[src/hdl/mlcd_pkg.sv]
`default_nettype none

package mlcd_pkg;

    // Number of thresholds held in the configuration registers.
    localparam int MaxLevels = 6;

    // Field widths.
    localparam int CompWidth  = 16;
    localparam int LevelWidth = 40;
    localparam int IndexWidth = 4;
    localparam int CountWidth = 3;

    // APB port geometry: 64-bit data, registers on 8-byte boundaries.
    localparam int DataWidth  = 64;
    localparam int AddrWidth  = 6;
    localparam int RegLsb     = 3;

    typedef logic signed [CompWidth-1:0]  comp_t;
    typedef logic signed [LevelWidth-1:0] level_t;
    typedef logic signed [IndexWidth-1:0] band_t;
    typedef logic        [CountWidth-1:0] count_t;

    // Band reported below the first threshold, also the reset band.
    localparam band_t BandBelow = -4'sd1;

    // Register map, by place in the list.
    typedef enum logic [AddrWidth-RegLsb-1:0] {
        REG_LEVEL_COUNT     = 3'd0,
        REG_COMPONENT_COUNT = 3'd1,
        REG_LEVEL_0         = 3'd2,
        REG_LEVEL_1         = 3'd3,
        REG_LEVEL_2         = 3'd4,
        REG_LEVEL_3         = 3'd5,
        REG_LEVEL_4         = 3'd6,
        REG_LEVEL_5         = 3'd7
    } reg_index_t;

    // Component counts that select an evaluation mode.
    localparam count_t CompScalar = 3'd1;
    localparam count_t CompTwo    = 3'd2;
    localparam count_t CompThree  = 3'd3;
    localparam count_t CompFour   = 3'd4;

endpackage

`default_nettype wire

[src/hdl/multi_level_crossing_detector_top.sv]
`default_nettype none

// Channel   Direction  Handshake          Word
// s_        in         s_valid/s_ready    comp_x, comp_y, comp_z, comp_w (Q8.8)
// m_        out        m_valid/m_ready    level_changed, level_index
// APB       in         psel/penable       64-bit registers at 8-byte steps
//
// A word passes from acceptance to result through the input register, then the
// result register. One word is accepted in every cycle while no result stalls;
// the stored band is updated as each word moves into the result register.
// Reset (aresetn low, synchronous) empties both registers and sets the band to
// minus one. A stalled result holds the input register, which then stalls s_.
module multi_level_crossing_detector_top (
    input  wire logic                                  aclk,
    input  wire logic                                  aresetn,
    // Input words.
    input  wire logic                                  s_valid,
    output logic                                       s_ready,
    input  wire mlcd_pkg::comp_t                       s_comp_x,
    input  wire mlcd_pkg::comp_t                       s_comp_y,
    input  wire mlcd_pkg::comp_t                       s_comp_z,
    input  wire mlcd_pkg::comp_t                       s_comp_w,
    // Result words.
    output logic                                       m_valid,
    input  wire logic                                  m_ready,
    output logic                                       m_level_changed,
    output mlcd_pkg::band_t                            m_level_index,
    // Configuration port.
    input  wire logic                                  psel,
    input  wire logic                                  penable,
    input  wire logic                                  pwrite,
    input  wire logic [mlcd_pkg::AddrWidth-1:0]        paddr,
    input  wire logic [mlcd_pkg::DataWidth-1:0]        pwdata,
    output logic      [mlcd_pkg::DataWidth-1:0]        prdata,
    output logic                                       pready
);

    // Configuration registers.
    mlcd_pkg::count_t level_count_reg;
    mlcd_pkg::count_t comp_count_reg;
    mlcd_pkg::level_t level_reg [mlcd_pkg::MaxLevels];

    mlcd_pkg::reg_index_t reg_sel;
    logic                 cfg_write;
    logic [2:0]           level_sel;

    // Pipeline registers.
    logic             in_valid_reg;
    mlcd_pkg::comp_t  in_x_reg, in_y_reg, in_z_reg, in_w_reg;
    logic             out_valid_reg;
    logic             out_changed_reg;
    mlcd_pkg::band_t  out_index_reg;
    mlcd_pkg::band_t  band_reg;
    mlcd_pkg::band_t  band_next;

    logic in_load;
    logic advance;

    // Datapath signals.
    logic signed [31:0] sq_x, sq_y, sq_z, sq_w;
    logic [32:0]        sum_sq;
    mlcd_pkg::level_t   value;
    logic               count_ok;
    logic [2:0]         n_eff;
    mlcd_pkg::level_t   first_lvl, last_lvl;
    logic               ascending;
    logic [mlcd_pkg::MaxLevels-2:0] hit;

    // APB decode; every write completes in its access cycle.
    assign pready    = 1'b1;
    assign reg_sel   = mlcd_pkg::reg_index_t'(paddr[mlcd_pkg::AddrWidth-1:mlcd_pkg::RegLsb]);
    assign cfg_write = psel && penable && pwrite;
    assign level_sel = 3'(reg_sel - mlcd_pkg::REG_LEVEL_0);

    always_ff @(posedge aclk) begin
        if (!aresetn) begin
            level_count_reg <= mlcd_pkg::count_t'(1);
            comp_count_reg  <= mlcd_pkg::CompScalar;
            for (int i = 0; i < mlcd_pkg::MaxLevels; i++) begin
                level_reg[i] <= '0;
            end
        end else if (cfg_write) begin
            unique case (reg_sel)
                mlcd_pkg::REG_LEVEL_COUNT: begin
                    level_count_reg <= pwdata[mlcd_pkg::CountWidth-1:0];
                end
                mlcd_pkg::REG_COMPONENT_COUNT: begin
                    comp_count_reg <= pwdata[mlcd_pkg::CountWidth-1:0];
                end
                default: begin
                    level_reg[level_sel] <= pwdata[mlcd_pkg::LevelWidth-1:0];
                end
            endcase
        end
    end

    // Register read-back.
    always_comb begin
        unique case (reg_sel)
            mlcd_pkg::REG_LEVEL_COUNT: begin
                prdata = 64'(level_count_reg);
            end
            mlcd_pkg::REG_COMPONENT_COUNT: begin
                prdata = 64'(comp_count_reg);
            end
            default: begin
                prdata = 64'(level_reg[level_sel]);
            end
        endcase
    end

    // Flow control: a word moves on when the result register is free or drains.
    assign advance = in_valid_reg && (!out_valid_reg || m_ready);
    assign s_ready = !in_valid_reg || advance;
    assign in_load = s_valid && s_ready;

    always_ff @(posedge aclk) begin
        if (!aresetn) begin
            in_valid_reg <= 1'b0;
        end else if (s_ready) begin
            in_valid_reg <= s_valid;
        end
    end

    always_ff @(posedge aclk) begin
        if (in_load) begin
            in_x_reg <= s_comp_x;
            in_y_reg <= s_comp_y;
            in_z_reg <= s_comp_z;
            in_w_reg <= s_comp_w;
        end
    end

    // Squared length; each square of a Q8.8 value is non-negative.
    assign sq_x = 32'(in_x_reg) * 32'(in_x_reg);
    assign sq_y = 32'(in_y_reg) * 32'(in_y_reg);
    assign sq_z = 32'(in_z_reg) * 32'(in_z_reg);
    assign sq_w = 32'(in_w_reg) * 32'(in_w_reg);

    always_comb begin
        sum_sq = 33'($unsigned(sq_x)) + 33'($unsigned(sq_y));
        if (comp_count_reg >= mlcd_pkg::CompThree) begin
            sum_sq = sum_sq + 33'($unsigned(sq_z));
        end
        if (comp_count_reg == mlcd_pkg::CompFour) begin
            sum_sq = sum_sq + 33'($unsigned(sq_w));
        end
    end

    // The scalar is widened to Q24.16; the squared length is already Q17.16.
    always_comb begin
        if (comp_count_reg == mlcd_pkg::CompScalar) begin
            value = {{16{in_x_reg[15]}}, in_x_reg, 8'h00};
        end else begin
            value = {7'b0, sum_sq};
        end
    end

    assign count_ok = (comp_count_reg >= mlcd_pkg::CompScalar) &&
                      (comp_count_reg <= mlcd_pkg::CompFour);

    // Thresholds in use: zero counts as one, anything above the list saturates.
    always_comb begin
        if (level_count_reg == 3'd0) begin
            n_eff = 3'd1;
        end else if (level_count_reg > 3'(mlcd_pkg::MaxLevels)) begin
            n_eff = 3'(mlcd_pkg::MaxLevels);
        end else begin
            n_eff = level_count_reg;
        end
    end

    assign first_lvl = level_reg[0];
    assign last_lvl  = level_reg[3'(n_eff - 3'd1)];
    assign ascending = !(last_lvl < first_lvl);

    // Interval tests, one per adjacent pair of thresholds.
    always_comb begin
        for (int i = 0; i < mlcd_pkg::MaxLevels - 1; i++) begin
            if (3'(i + 1) < n_eff) begin
                if (ascending) begin
                    hit[i] = (value >= level_reg[i]) && (value < level_reg[i+1]);
                end else begin
                    hit[i] = (value > level_reg[i+1]) && (value <= level_reg[i]);
                end
            end else begin
                hit[i] = 1'b0;
            end
        end
    end

    // Band selection: end bands first, then the lowest matching interval wins.
    always_comb begin
        band_next = band_reg;
        if (count_ok) begin
            if (ascending) begin
                if (value < first_lvl) begin
                    band_next = mlcd_pkg::BandBelow;
                end else if (value >= last_lvl) begin
                    band_next = mlcd_pkg::band_t'({1'b0, n_eff - 3'd1});
                end
            end else begin
                if (value > first_lvl) begin
                    band_next = mlcd_pkg::BandBelow;
                end else if (value <= last_lvl) begin
                    band_next = mlcd_pkg::band_t'({1'b0, n_eff - 3'd1});
                end
            end
            for (int i = mlcd_pkg::MaxLevels - 2; i >= 0; i--) begin
                if (hit[i]) begin
                    band_next = mlcd_pkg::band_t'(i);
                end
            end
        end
    end

    // Result register and stored band.
    always_ff @(posedge aclk) begin
        if (!aresetn) begin
            out_valid_reg <= 1'b0;
            band_reg      <= mlcd_pkg::BandBelow;
        end else begin
            if (advance) begin
                out_valid_reg <= 1'b1;
                band_reg      <= band_next;
            end else if (m_ready) begin
                out_valid_reg <= 1'b0;
            end
        end
    end

    always_ff @(posedge aclk) begin
        if (advance) begin
            out_changed_reg <= (band_next != band_reg);
            out_index_reg   <= band_next;
        end
    end

    assign m_valid         = out_valid_reg;
    assign m_level_changed = out_changed_reg;
    assign m_level_index   = out_index_reg;

endmodule

`default_nettype wire
[config.mk]
export PLATFORM = sky130hd
export DESIGN_NAME = multi_level_crossing_detector_top
export DESIGN_NICKNAME = d
export VERILOG_FILES = /design/src/hdl/mlcd_pkg.sv /design/src/hdl/multi_level_crossing_detector_top.sv
export SDC_FILE = /design/constraint.sdc
export NUM_CORES = 2
export LEC_CHECK = 0
export BUFFER_PORTS_ARGS = -buffer_cell sky130_fd_sc_hd__buf_2
export CAP_MARGIN = 20
export CORE_MARGIN = 3
export CORE_UTILIZATION = 50
export DETAILED_ROUTE_END_ITERATION = 16
export PLACE_DENSITY = 0.68
export SYNTH_ARGS = -nofsm -noshare
export SYNTH_HDL_FRONTEND = slang
export SYNTH_SLANG_ARGS = --single-unit
[constraint.sdc]
create_clock -name aclk -period 13.95 [get_ports aclk]
set_clock_uncertainty 0.15 [all_clocks]
set_input_delay 0.6975 -clock aclk [delete_from_list [all_inputs] [get_ports aclk]]
set_output_delay 0.6975 -clock aclk [all_outputs]
set_load 0.005 [all_outputs]
# Word level (Yosys, flattened, before mapping)
# Memories as Yosys holds them, arrays and structs flattened.
# Index checks and enable logic that the tools add are counted.
[classes]
addsub = 5
mul = 4
order_cmp = 34
eq_ne = 4
n_mux = 37
n_reduce_logical = 26
[ops]
columns = ["operator", "count"]
rows = [
  ["$lt A40 B40 Y1", 7],
  ["$ge A40 B40 Y1", 6],
  ["$gt A40 B40 Y1", 6],
  ["$le A40 B40 Y1", 6],
  ["$mul A16 B16 Y32", 4],
  ["$pmux W64 S2", 1],
  ["$mux W40", 2],
  ["$add A33 B32 Y33", 2],
  ["$mux W33", 2],
  ["$mux W4", 11],
  ["$reduce_or A40 Y1", 1],
  ["$add A32 B32 Y33", 1],
  ["$mux W1", 18],
  ["$logic_and A1 B1 Y1", 15],
  ["$mux W3", 3],
  ["$eq A3 B1 Y1 const B", 2],
  ["$logic_not A3 Y1", 2],
  ["$lt A2 B3 Y1 const A", 2],
  ["$lt A3 B3 Y1 const A", 2],
  ["$ne A4 B4 Y1", 1],
  ["$reduce_and A2 Y1", 2],
  ["$eq A3 B3 Y1 const B", 1],
  ["$ge A3 B1 Y1 const B", 1],
  ["$ge A3 B2 Y1 const B", 1],
  ["9 further kinds", 11],
]
[totals]
reg_bits = 81
ram_bits = 240
out_inout_bits = 72
n_memories = 1
[mem_list]
columns = ["name", "depth", "word_bits", "rd", "rd_clocked_by_memory_dff", "wr", "line", "source"]
rows = [
  ["level_reg", 6, 40, 8, 0, 6, "multi_level_crossing_detector_top.sv:41", "mlcd_pkg::level_t level_reg [mlcd_pkg::MaxLevels];"],
]

# Longest topological paths before layout
[logic_depth]
ltp_word = 18
mapped_depth = 64
mapped_depth_nobuf = 63

# Least setup slack after synthesis
# OpenSTA, ideal clock, no wires.
[synth_path]
path_type = "flip-flop to flip-flop"
start = "reg in_y_reg[6]"
end = "reg out_changed_reg, in the netlist m_level_changed, data pin"
setup_ps = 136
t_arrival_ps = 13856
required_time_ps = 13664
setup_slack_ps = -192
path_stages_with_launch = 56
path_buffers = 2
synth_period_minus_slack_ps = 14142
path_cell_list = "edfxtp_1 > clkbuf_1 > clkbuf_1 > nand2_1 > fa_1 > fa_1 > fa_1 > fa_1 > inv_1 > fa_1 > inv_1 > fa_1 > inv_1 > ha_1 > a21o_1 > a21oi_1 > nor2b_1 > a31oi_1 > (+20 left out) > ha_1 > a21o_1 > a31oi_1 > xor2_1 > a2111oi_0 > ha_1 > a22oi_1 > o211ai_1 > o22ai_1 > o311ai_0 > nor3_1 > mux2_2 > o21ai_0 > o311a_1 > nand4_2 > nor4_4 > mux2_1 > nand3b_1"
[synth_between]
elab_chain_len = 18
word_cells_on_any_way = 63
classes_between = "add/sub: 3; mul: 1; order compare: 24; eq/ne: 1; mux: 24; reduce/logical: 10"
[synth_rtl]
columns = ["element", "line", "source"]
rows = [
  ["start, declared", "multi_level_crossing_detector_top.sv:49", "mlcd_pkg::comp_t in_x_reg, in_y_reg, in_z_reg, in_w_reg;"],
  ["start signal, assigned", "multi_level_crossing_detector_top.sv:128", "in_y_reg <= s_comp_y;"],
  ["$mul A16 B16 Y32 *", "multi_level_crossing_detector_top.sv:136", "assign sq_y = 32'(in_y_reg) * 32'(in_y_reg);"],
  ["$add A32 B32 Y33 *", "multi_level_crossing_detector_top.sv:141", "sum_sq = 33'($unsigned(sq_x)) + 33'($unsigned(sq_y));"],
  ["$add A33 B32 Y33", "multi_level_crossing_detector_top.sv:143", "sum_sq = sum_sq + 33'($unsigned(sq_z));"],
  ["$mux W33 *", "multi_level_crossing_detector_top.sv:142", "if (comp_count_reg >= mlcd_pkg::CompThree) begin"],
  ["$add A33 B32 Y33", "multi_level_crossing_detector_top.sv:146", "sum_sq = sum_sq + 33'($unsigned(sq_w));"],
  ["$mux W33 *", "multi_level_crossing_detector_top.sv:145", "if (comp_count_reg == mlcd_pkg::CompFour) begin"],
  ["$mux W40 *", "multi_level_crossing_detector_top.sv:152", "if (comp_count_reg == mlcd_pkg::CompScalar) begin"],
  ["$ge A40 B40 Y1, or another cell as far along", "multi_level_crossing_detector_top.sv:199", "end else if (value >= last_lvl) begin"],
  ["$mux W4, or another cell as far along", "multi_level_crossing_detector_top.sv:199", ""],
  ["$mux W4, or another cell as far along", "multi_level_crossing_detector_top.sv:197", "if (value < first_lvl) begin"],
  ["$mux W4 or $mux W1 (tied branches)", "multi_level_crossing_detector_top.sv:196, multi_level_crossing_detector_top.sv:180", ""],
  ["$mux W4 (4 in a row)", "multi_level_crossing_detector_top.sv:210", "if (hit[i]) begin"],
  ["$mux W4 *", "multi_level_crossing_detector_top.sv:210", ""],
  ["$mux W4 *", "multi_level_crossing_detector_top.sv:195", "if (count_ok) begin"],
  ["$ne A4 B4 Y1 *", "multi_level_crossing_detector_top.sv:234", "out_changed_reg <= (band_next != band_reg);"],
  ["end signal, assigned", "multi_level_crossing_detector_top.sv:234", ""],
  ["end, declared", "multi_level_crossing_detector_top.sv:51", "logic out_changed_reg;"],
]
# Every way passes the cells marked *; elsewhere a longest branch is shown, timed or not.
# A chain may end at the register's enable or synchronous reset.

# Worst setup path in the final report
[layout_path]
start = "reg in_y_reg[3]"
end = "reg out_changed_reg, in the netlist m_level_changed, data pin"
# The elaborated chain is that of the path after synthesis.

==> impl_metrics.prom <==
# TYPE chip_impl_metric gauge
chip_impl_metric{name="grt.overflow.total",unit=""} 0
chip_impl_metric{name="post_synth_xor_area_fraction",unit=""} 0.0300
chip_impl_info{name="holdCritStartpoint",value="s_comp_z[8]"} 1
chip_impl_metric{name="netlist_instances",unit=""} 7043
chip_impl_info{name="combinational_family_with_the_most_area_after_synthesis",value="adder cells"} 1
chip_impl_metric{name="synth-compound-area-share",unit=""} 0.0799
chip_impl_metric{name="syn_area",unit="sq mm"} 0.0678
chip_impl_info{name="root_buffer_master",value="sky130_fd_sc_hd__clkbuf_16"} 1
chip_impl_metric{name="die_width",unit="um"} 374
chip_impl_info{name="critical_path.startpoint",value="in_y_reg[3]$_DFFE_PP_"} 1
chip_impl_metric{name="port_buffers",unit=""} 184
chip_impl_metric{name="path_max_fanout",unit=""} 5
chip_impl_metric{name="coreArea",unit="sq mm"} 0.134
chip_impl_metric{name="design.die.area",unit="sq mm"} 0.140
chip_impl_metric{name="fin_tns_setup",unit="ns"} 0
chip_impl_metric{name="core.rowCount",unit=""} 134
chip_impl_metric{name="layout.nets",unit=""} 9468
chip_impl_metric{name="max-cap-violations",unit=""} 0
chip_impl_metric{name="grt_antenna_before_repair",unit=""} 6
chip_impl_metric{name="via_per_inst",unit=""} 5.49
chip_impl_metric{name="fmax",unit="MHz"} 72.3
chip_impl_info{name="grt_setup_unrepaired",value="yes"} 1
chip_impl_info{name="path_class",value="flop to flop"} 1
chip_impl_metric{name="timing.slew.headroom",unit=""} 0.226
chip_impl_metric{name="ios",unit=""} 213
chip_impl_metric{name="critical_path.max_stage_delay",unit="ns"} 0.56
chip_impl_metric{name="grt_pass1_vias",unit=""} 54900
chip_impl_info{name="yosys-top-cells-area",value="sky130_fd_sc_hd__fa_1 28%, sky130_fd_sc_hd__edfxtp_1 17%, sky130_fd_sc_hd__ha_1 14%"} 1
chip_impl_metric{name="filler_cell_count",unit=""} 11500
chip_impl_metric{name="first_iter_violations",unit=""} 3346
chip_impl_metric{name="final-setup-viol-count",unit=""} 0
chip_impl_metric{name="place.gp.congestion",unit=""} 0.959
chip_impl_metric{name="grt_use_total",unit=""} 0.274
chip_impl_metric{name="syn_area_cell",unit="sq um"} 9.63
chip_impl_metric{name="synth-edff-count",unit=""} 389
chip_impl_metric{name="synthMuxAreaShare",unit=""} 0.0632
chip_impl_metric{name="number_of_buffers_inserted_during_clock_tree_synthesis",unit=""} 47
chip_impl_metric{name="synth_warnings",unit=""} 0
chip_impl_metric{name="critical_path_required",unit="ns"} 14.20
chip_impl_info{name="critical_path.slowest_cell",value="sky130_fd_sc_hd__fa_1"} 1
chip_impl_metric{name="fin_crit_sh",unit=""} 0.991
chip_impl_metric{name="synth_seq_cells",unit=""} 401
chip_impl_info{name="synth.most_common_cell",value="sky130_fd_sc_hd__inv_1"} 1
chip_impl_metric{name="synth_seq_area_share",unit=""} 0.176
chip_impl_metric{name="drt-total-wl",unit="mm"} 191
chip_impl_metric{name="worst_pin_slew",unit="ns"} 1.16
chip_impl_metric{name="per_cell_routed_wire_length",unit="um"} 20.3
chip_impl_metric{name="synthesized_area_fraction_occupied_by_and_or_nand_nor_cells",unit=""} 0.122
chip_impl_metric{name="worstPathArrival",unit="ns"} 14.08
chip_impl_info{name="yosys-top-cells-count",value="1650 x sky130_fd_sc_hd__inv_1, 960 x sky130_fd_sc_hd__fa_1, 758 x sky130_fd_sc_hd__ha_1"} 1
chip_impl_info{name="tritoncts_clock_tree",value="yes"} 1
chip_impl_metric{name="synthAdderAreaFrac",unit=""} 0.423
chip_impl_metric{name="clk_pin_slew_worst_paths",unit="ns"} 0.07
chip_impl_info{name="worst_setup_path_start_kind",value="flop"} 1
chip_impl_info{name="yosysTopAreaCell",value="sky130_fd_sc_hd__fa_1"} 1
chip_impl_metric{name="post-route-drc-count",unit=""} 0
chip_impl_info{name="outcome",value="finished, final reports clean"} 1
chip_impl_metric{name="postSynth.asyncResetShare",unit=""} 0
chip_impl_metric{name="whs",unit="ns"} 0.0631
chip_impl_metric{name="cts-root-to-sink-buffers",unit=""} 3
chip_impl_metric{name="tritoncts_num_sinks",unit=""} 401
chip_impl_metric{name="yosys.area.top_type_share",unit=""} 0.283
chip_impl_metric{name="postSynthNetCount",unit=""} 8902
chip_impl_metric{name="final-hold-violation-count",unit=""} 0
chip_impl_metric{name="largest_register_ffs",unit=""} 320
chip_impl_metric{name="ctsHtreeMaxLevel",unit=""} 2
chip_impl_info{name="ys_dominant_reg_cell",value="sky130_fd_sc_hd__edfxtp_1"} 1
chip_impl_metric{name="dp.final_hpwl",unit="mm"} 152
chip_impl_metric{name="largest_net_degree_at_the_start_of_global_routing",unit=""} 61
chip_impl_metric{name="area_delta_synth_final",unit="%"} 14.4
chip_impl_metric{name="drive_gt1_frac",unit=""} 0.169
chip_impl_metric{name="finalWorstPathRequiredPeriod",unit="ns"} 13.82
chip_impl_metric{name="synth_cell_types",unit=""} 86
chip_impl_info{name="worstHoldPathType",value="primary input to flop"} 1
chip_impl_info{name="reg2reg_from",value="in_y_reg[3]$_DFFE_PP_"} 1
chip_impl_metric{name="ant_nets",unit=""} 0
chip_impl_info{name="worstSetupEndpointType",value="flop"} 1
chip_impl_metric{name="die_height",unit="um"} 374
chip_impl_metric{name="initial_utilization",unit=""} 0.506
chip_impl_metric{name="vias_after_detailed_routing",unit=""} 51700
chip_impl_metric{name="maxSlewViolCount",unit=""} 0
chip_impl_metric{name="drt_pre_antenna_iters",unit=""} 6
chip_impl_metric{name="grt_first_pass_wirelength",unit="mm"} 301
chip_impl_metric{name="insertion_delay",unit="ns"} 0.66
==> metal layers <==
metal  up-vias  wire (um)  track usage
met5         -         19            0
met4         2       9410        0.115
met3       449      12600       0.0359
met2      1693      93900        0.471
met1     25700      75300        0.348
li1      23900          -            -
==> stage by stage <==
step	cell area (sq um)	instances	utilization	setup slack (ns)
after global placement	74000	9283	0.552	-0.453
final	77600	9420	0.579	0.127
after floorplan	67800	7043	-	0.0864
after CTS	76100	9380	0.567	0.00226
after detailed placement	74000	9283	0.552	-0.558
after global routing	77600	9415	0.578	-0.418
==> layout make-up <==
| class | count | area, sq um | area share |
|---|---|---|---|
| Multi-Input combinational cell | 4765 | 50200 | 0.648 |
| Sequential cell | 401 | 11900 | 0.154 |
| Inverter | 1653 | 6210 | 0.0800 |
| Timing Repair Buffer | 741 | 5240 | 0.0675 |
| Tap cell | 1768 | 2210 | 0.0285 |
| Clock buffer | 53 | 1240 | 0.0160 |
| Clock inverter | 34 | 514 | 0.00663 |
| Antenna cell | 5 | 12.5 | 0.000161 |
==> kinds of logic after synthesis <==
group	Yosys count
other	1
xor gates and xnor gates	232
adders and majority gates	1718
AOI/OAI and AO/OA	833
buffers and inverters	1877
and+or+nand+nor	1752
DFF	401
muxes	229
==> cell usage in the layout (no fill, tap or decap), types with 33 or more instances in the layout <==
master and n:
sky130_fd_sc_hd__a211oi_1 33, sky130_fd_sc_hd__edfxtp_1 389, sky130_fd_sc_hd__clkbuf_16 48, sky130_fd_sc_hd__ha_1 724, sky130_fd_sc_hd__o21a_1 41, sky130_fd_sc_hd__nand2_1 596
sky130_fd_sc_hd__nor2b_1 46, sky130_fd_sc_hd__fa_1 957, sky130_fd_sc_hd__a21o_1 133, sky130_fd_sc_hd__and2_1 264, sky130_fd_sc_hd__nor2_1 411, sky130_fd_sc_hd__nor3_1 44
sky130_fd_sc_hd__nand3_1 81, sky130_fd_sc_hd__o211ai_1 35, sky130_fd_sc_hd__buf_2 182, sky130_fd_sc_hd__buf_4 530, sky130_fd_sc_hd__o21ai_0 108, sky130_fd_sc_hd__mux4_2 158
sky130_fd_sc_hd__nand2b_1 64, sky130_fd_sc_hd__mux2i_1 56, sky130_fd_sc_hd__a21oi_1 216, sky130_fd_sc_hd__xor2_1 59, sky130_fd_sc_hd__xnor2_1 152, sky130_fd_sc_hd__a21oi_2 36
sky130_fd_sc_hd__nand4_1 70, sky130_fd_sc_hd__inv_1 1632
==> worst paths after layout <==
check | endpoint | slack [ns] | cells after the start
worst max-delay path | m_level_changed$_DFFE_PP_ | 0.13 | 61
worst min-delay path | in_z_reg[8]$_DFFE_PP_ | 0.06 | 1
worst max register to register | m_level_changed$_DFFE_PP_ | 0.13 | 61
worst min register to register | m_valid$_SDFFE_PN0P_ | 0.36 | 1
==> worst max-delay path, delay by kind of cell, from the launching register on <==
kind                     cells  cell delay [ns]
flip-flops                   1             0.38
adder cells (fa/ha/maj)     11             4.24
AND/OR/NAND/NOR             15             2.61
buffers and inverters       10             1.24
AO/OA/AOI/OAI               23             4.65
XOR/XNOR                     2             0.30
==> repair_timing <==
item / in CTS / in global routing
gates resized for setup: 49 / 282
pin swaps: 33 / 168
setup endpoints to repair: 9 / 9
buffers inserted: 10 / 36
hold buffers: 0 / 0
Power is not shown: default switching activity piles up to over one toggle a cycle in this logic, so the estimate is an artifact.
